$ cat config.mk
export PLATFORM = sky130hd
export DESIGN_NAME = s256tdw_round
export DESIGN_NICKNAME = d
export VERILOG_FILES = /design/src/hw/rtl/s256tdw_pkg.sv /design/src/hw/rtl/s256tdw_round.sv
export SDC_FILE = /design/constraint.sdc
export NUM_CORES = 1
export LEC_CHECK = 0
export BUFFER_PORTS_ARGS = -buffer_cell sky130_fd_sc_hd__buf_2
export CAP_MARGIN = 10
export CORE_AREA = 10 10 213 215
export DETAILED_ROUTE_END_ITERATION = 8
export DIE_AREA = 0 0 223 225
export PLACE_DENSITY = 0.53
export SETUP_SLACK_MARGIN = 0.4
export SLEW_MARGIN = 20
export SYNTH_ARGS = -nofsm -noshare
export SYNTH_HDL_FRONTEND = slang
export SYNTH_SLANG_ARGS = --single-unit
$ cat constraint.sdc
create_clock -name vclk -period 8.14
set_input_delay 0.814 -clock vclk [all_inputs]
set_output_delay 0.814 -clock vclk [all_outputs]
set_load 0.03 [all_outputs]
$ cat src/hw/rtl/s256tdw_pkg.sv
// shared types, constants and round functions for the sha-256 tail weigher
package s256tdw_pkg;

    typedef enum logic [3:0] {
        ST_IDLE,
        ST_EXT_RD,
        ST_EXT_WAIT,
        ST_EXT_WR,
        ST_PRE_RD,
        ST_PRE_WAIT,
        ST_PRE_RND,
        ST_TL_RD,
        ST_TL_WAIT,
        ST_TL_RND,
        ST_POP,
        ST_DONE
    } s256tdw_state_t;

    localparam logic CMD_LOAD = 1'b0;
    localparam logic CMD_EVAL = 1'b1;

    localparam int SCHED_DEPTH = 57;

    typedef logic [31:0] word_t;
    typedef word_t [7:0] hstate_t;

    localparam word_t IV [8] = '{
        32'h6a09e667, 32'hbb67ae85, 32'h3c6ef372, 32'ha54ff53a,
        32'h510e527f, 32'h9b05688c, 32'h1f83d9ab, 32'h5be0cd19
    };

    localparam word_t RC [64] = '{
        32'h428a2f98, 32'h71374491, 32'hb5c0fbcf, 32'he9b5dba5,
        32'h3956c25b, 32'h59f111f1, 32'h923f82a4, 32'hab1c5ed5,
        32'hd807aa98, 32'h12835b01, 32'h243185be, 32'h550c7dc3,
        32'h72be5d74, 32'h80deb1fe, 32'h9bdc06a7, 32'hc19bf174,
        32'he49b69c1, 32'hefbe4786, 32'h0fc19dc6, 32'h240ca1cc,
        32'h2de92c6f, 32'h4a7484aa, 32'h5cb0a9dc, 32'h76f988da,
        32'h983e5152, 32'ha831c66d, 32'hb00327c8, 32'hbf597fc7,
        32'hc6e00bf3, 32'hd5a79147, 32'h06ca6351, 32'h14292967,
        32'h27b70a85, 32'h2e1b2138, 32'h4d2c6dfc, 32'h53380d13,
        32'h650a7354, 32'h766a0abb, 32'h81c2c92e, 32'h92722c85,
        32'ha2bfe8a1, 32'ha81a664b, 32'hc24b8b70, 32'hc76c51a3,
        32'hd192e819, 32'hd6990624, 32'hf40e3585, 32'h106aa070,
        32'h19a4c116, 32'h1e376c08, 32'h2748774c, 32'h34b0bcb5,
        32'h391c0cb3, 32'h4ed8aa4a, 32'h5b9cca4f, 32'h682e6ff3,
        32'h748f82ee, 32'h78a5636f, 32'h84c87814, 32'h8cc70208,
        32'h90befffa, 32'ha4506ceb, 32'hbef9a3f7, 32'hc67178f2
    };

    function automatic word_t rotr(input word_t x, input int n);
        return (x >> n) | (x << (32 - n));
    endfunction

    function automatic word_t sig_lo0(input word_t x);
        return rotr(x, 7) ^ rotr(x, 18) ^ (x >> 3);
    endfunction

    function automatic word_t sig_lo1(input word_t x);
        return rotr(x, 17) ^ rotr(x, 19) ^ (x >> 10);
    endfunction

    function automatic word_t sig_up0(input word_t x);
        return rotr(x, 2) ^ rotr(x, 13) ^ rotr(x, 22);
    endfunction

    function automatic word_t sig_up1(input word_t x);
        return rotr(x, 6) ^ rotr(x, 11) ^ rotr(x, 25);
    endfunction

endpackage

$ cat src/hw/rtl/s256tdw_round.sv
// one sha-256 round unit, combinational; the top level instantiates it once per message
module s256tdw_round (
    input  s256tdw_pkg::hstate_t v,
    input  s256tdw_pkg::word_t   k,
    input  s256tdw_pkg::word_t   w,
    output s256tdw_pkg::hstate_t q
);
    import s256tdw_pkg::*;

    word_t ch;
    word_t mj;
    word_t t1;
    word_t t2;

    always_comb
    begin
        ch = (v[4] & v[5]) ^ (~v[4] & v[6]);
        mj = (v[0] & v[1]) ^ (v[0] & v[2]) ^ (v[1] & v[2]);
        t1 = v[7] + sig_up1(v[4]) + ch + k + w;
        t2 = sig_up0(v[0]) + mj;
        q[7] = v[6];
        q[6] = v[5];
        q[5] = v[4];
        q[4] = v[3] + t1;
        q[3] = v[2];
        q[2] = v[1];
        q[1] = v[0];
        q[0] = t1 + t2;
    end

endmodule

==> metrics.cfg <==
[detailed_routing]
vias = 10600
antenna_left = 0
first_pass_iters = 4
wire_per_inst_microns = 21.7
drt-total-wl_microns = 51000
drt_drc_violations_left = 0
viasPerCell = 4.52
first_iter_violations = 289

[timing]
drv_slew = 0
hold_violations = 0
final.period_utilization = 0.957
relSlewSlack = 0.559
tightest_slew_ps = 657
final-setup-viol-count = 0
timing.fmax_mhz = 128
rsz0062_at_grt = true
post-route-min-period_ps = 7790

[placed_design]
place_congestion = 0.865
io_buffer_count = 576
placed_area_sq_um = 13600
dp_hpwl_microns = 47300

[layout]
nClkBuffers = 0
final_common_cell = buf_2
drive_above_1_share = 0.404
syn_to_final_growth_pct = 25.1
n_sequential_cell = 0
nets = 2348
fin_area_sq_um = 14100
layout.cells.most_common_list = buf_2 (562), inv_1 (242), xnor2_1 (149)
ff_latch_area_sq_um = 0

[global_routing]
grt_max_degree = 10
grt_use_total = 0.191
grt_pass1_wl_microns = 73400
grt_pass1_vias = 11800
antenna_found_initial = 8
grt_overflow = 0

[run]
drv_cap = 0

[floorplanning]
die_x_microns = 223
core_area_sq_um = 41400
die_area_sq_um = 50200
io-pin-count = 576
rows = 75
start_util = 0.272
die_h_microns = 225

[logic_synthesis]
syn-cell-area_sq_um = 11200
syn_inst = 1384
avgSynthCellArea_sq_um = 8.12
ys_seq_area_frac = 0
syn-num-nets = 1922
ys_types = 71
yosysWarnings = 0

[run_status]
status = finished, final reports clean

[setup_path]
arrival_ps = 6980
cpPeakStageDelay_ps = 530
slowest_stage = fa_1
worstSetupPathType = primary input to output pin
critPathLaunchType = primary input
end_kind = output pin
crit_fanout = 5
cp.required_ps = 7330

[worst_hold_path]
hold_path.class = primary input to output pin

[clocking]
hold_buffers = 0

-- cell families (layout without fill, tap and decap cells) --
logic type | after synthesis | count (layout) | share of synthesized area
AND/OR/NAND/NOR | 162 | 162 | 0.0725
buffers and inverters | 448 | 872 | 0.214
adder cells (fa/ha/maj) | 220 | 220 | 0.328
other | 0 | 2 | 0
AO/OA/AOI/OAI | 302 | 302 | 0.181
multiplexers | 35 | 35 | 0.0345
XOR/XNOR | 217 | 217 | 0.170
-- per-layer routing --
layer | track usage | wire length (microns) | vias to the layer above
met1 | 0.211 | 19900 | 4999
met2 | 0.376 | 27300 | 414
met4 | 0.0220 | 667 | 4
met3 | 0.0354 | 3000 | 38
met5 | 0 | 27 | -
li1 | - | - | 5164
-- critical path: cells and delay by family --
| family | cells | cell delay (ps) |
|---|---|---|
| fa+ha+maj | 6 | 2560 |
| buf+inv | 5 | 440 |
| xor+xnor | 2 | 310 |
| simple gates | 4 | 580 |
| compound gates | 12 | 2270 |
-- cell usage after synthesis, drive strengths merged (6+ instances only) --
library cell  count  area [sq um]
nor2b             9          63.8
xnor2           156          1370
ha               93          1160
o21a             20           151
and3              6          37.5
inv             247           927
o21bai           13          97.6
xor2             61           534
clkbuf            7          26.3
a21o             63           473
or2               7          43.8
nand3            12          60.1
o21ai            79           399
o211ai            8          75.1
buf             194          1450
nand2            32           120
nand2b           15          93.8
a21oi            59           299
a211oi           12          95.1
nand4            10          62.6
fa              125          2500
a31oi            11          90.1
mux2             30           338
nor3              9          45.0
nor2             48           180
-- area by class of cell --
cell class / count / area (sq um)
Antenna cell: 2 / 5.00
Timing Repair Buffer: 625 / 3330
Inverter: 247 / 930
Tap cell: 539 / 674
Multi-Input combinational cell: 936 / 9120
Fill cell: 4436 / 27300
-- path summary, 6_finish.rpt --
path / startpoint / to / slack [ps] / cells past startpoint
setup / recovery: v[237] / q[27] / 350 / 29
hold / removal: v[189] / q[221] / 1900 / 2
-- through the flow --
stage               setup TNS (ps)  utilization  worst slack (ps)  std cells  hold WS, ps
floorplan                        0            -               463       1384         1760
global placement                 0        0.328              39.0       2328         1900
detailed placement           -73.6        0.328             -47.8       2328         1900
CTS                              0        0.335               260       2343         1900
global route                 -20.2        0.340             -20.2       2349         1900
finish                           0        0.340               347       2349         1900
-- what timing repair did --
item,CTS,global route
gates resized for setup,52,36
pin swaps,37,30
buffers inserted,15,4
setup endpoints to repair,14,22
Power is not shown: default switching activity piles up to over one toggle a cycle in this logic, so the estimate is an artifact.
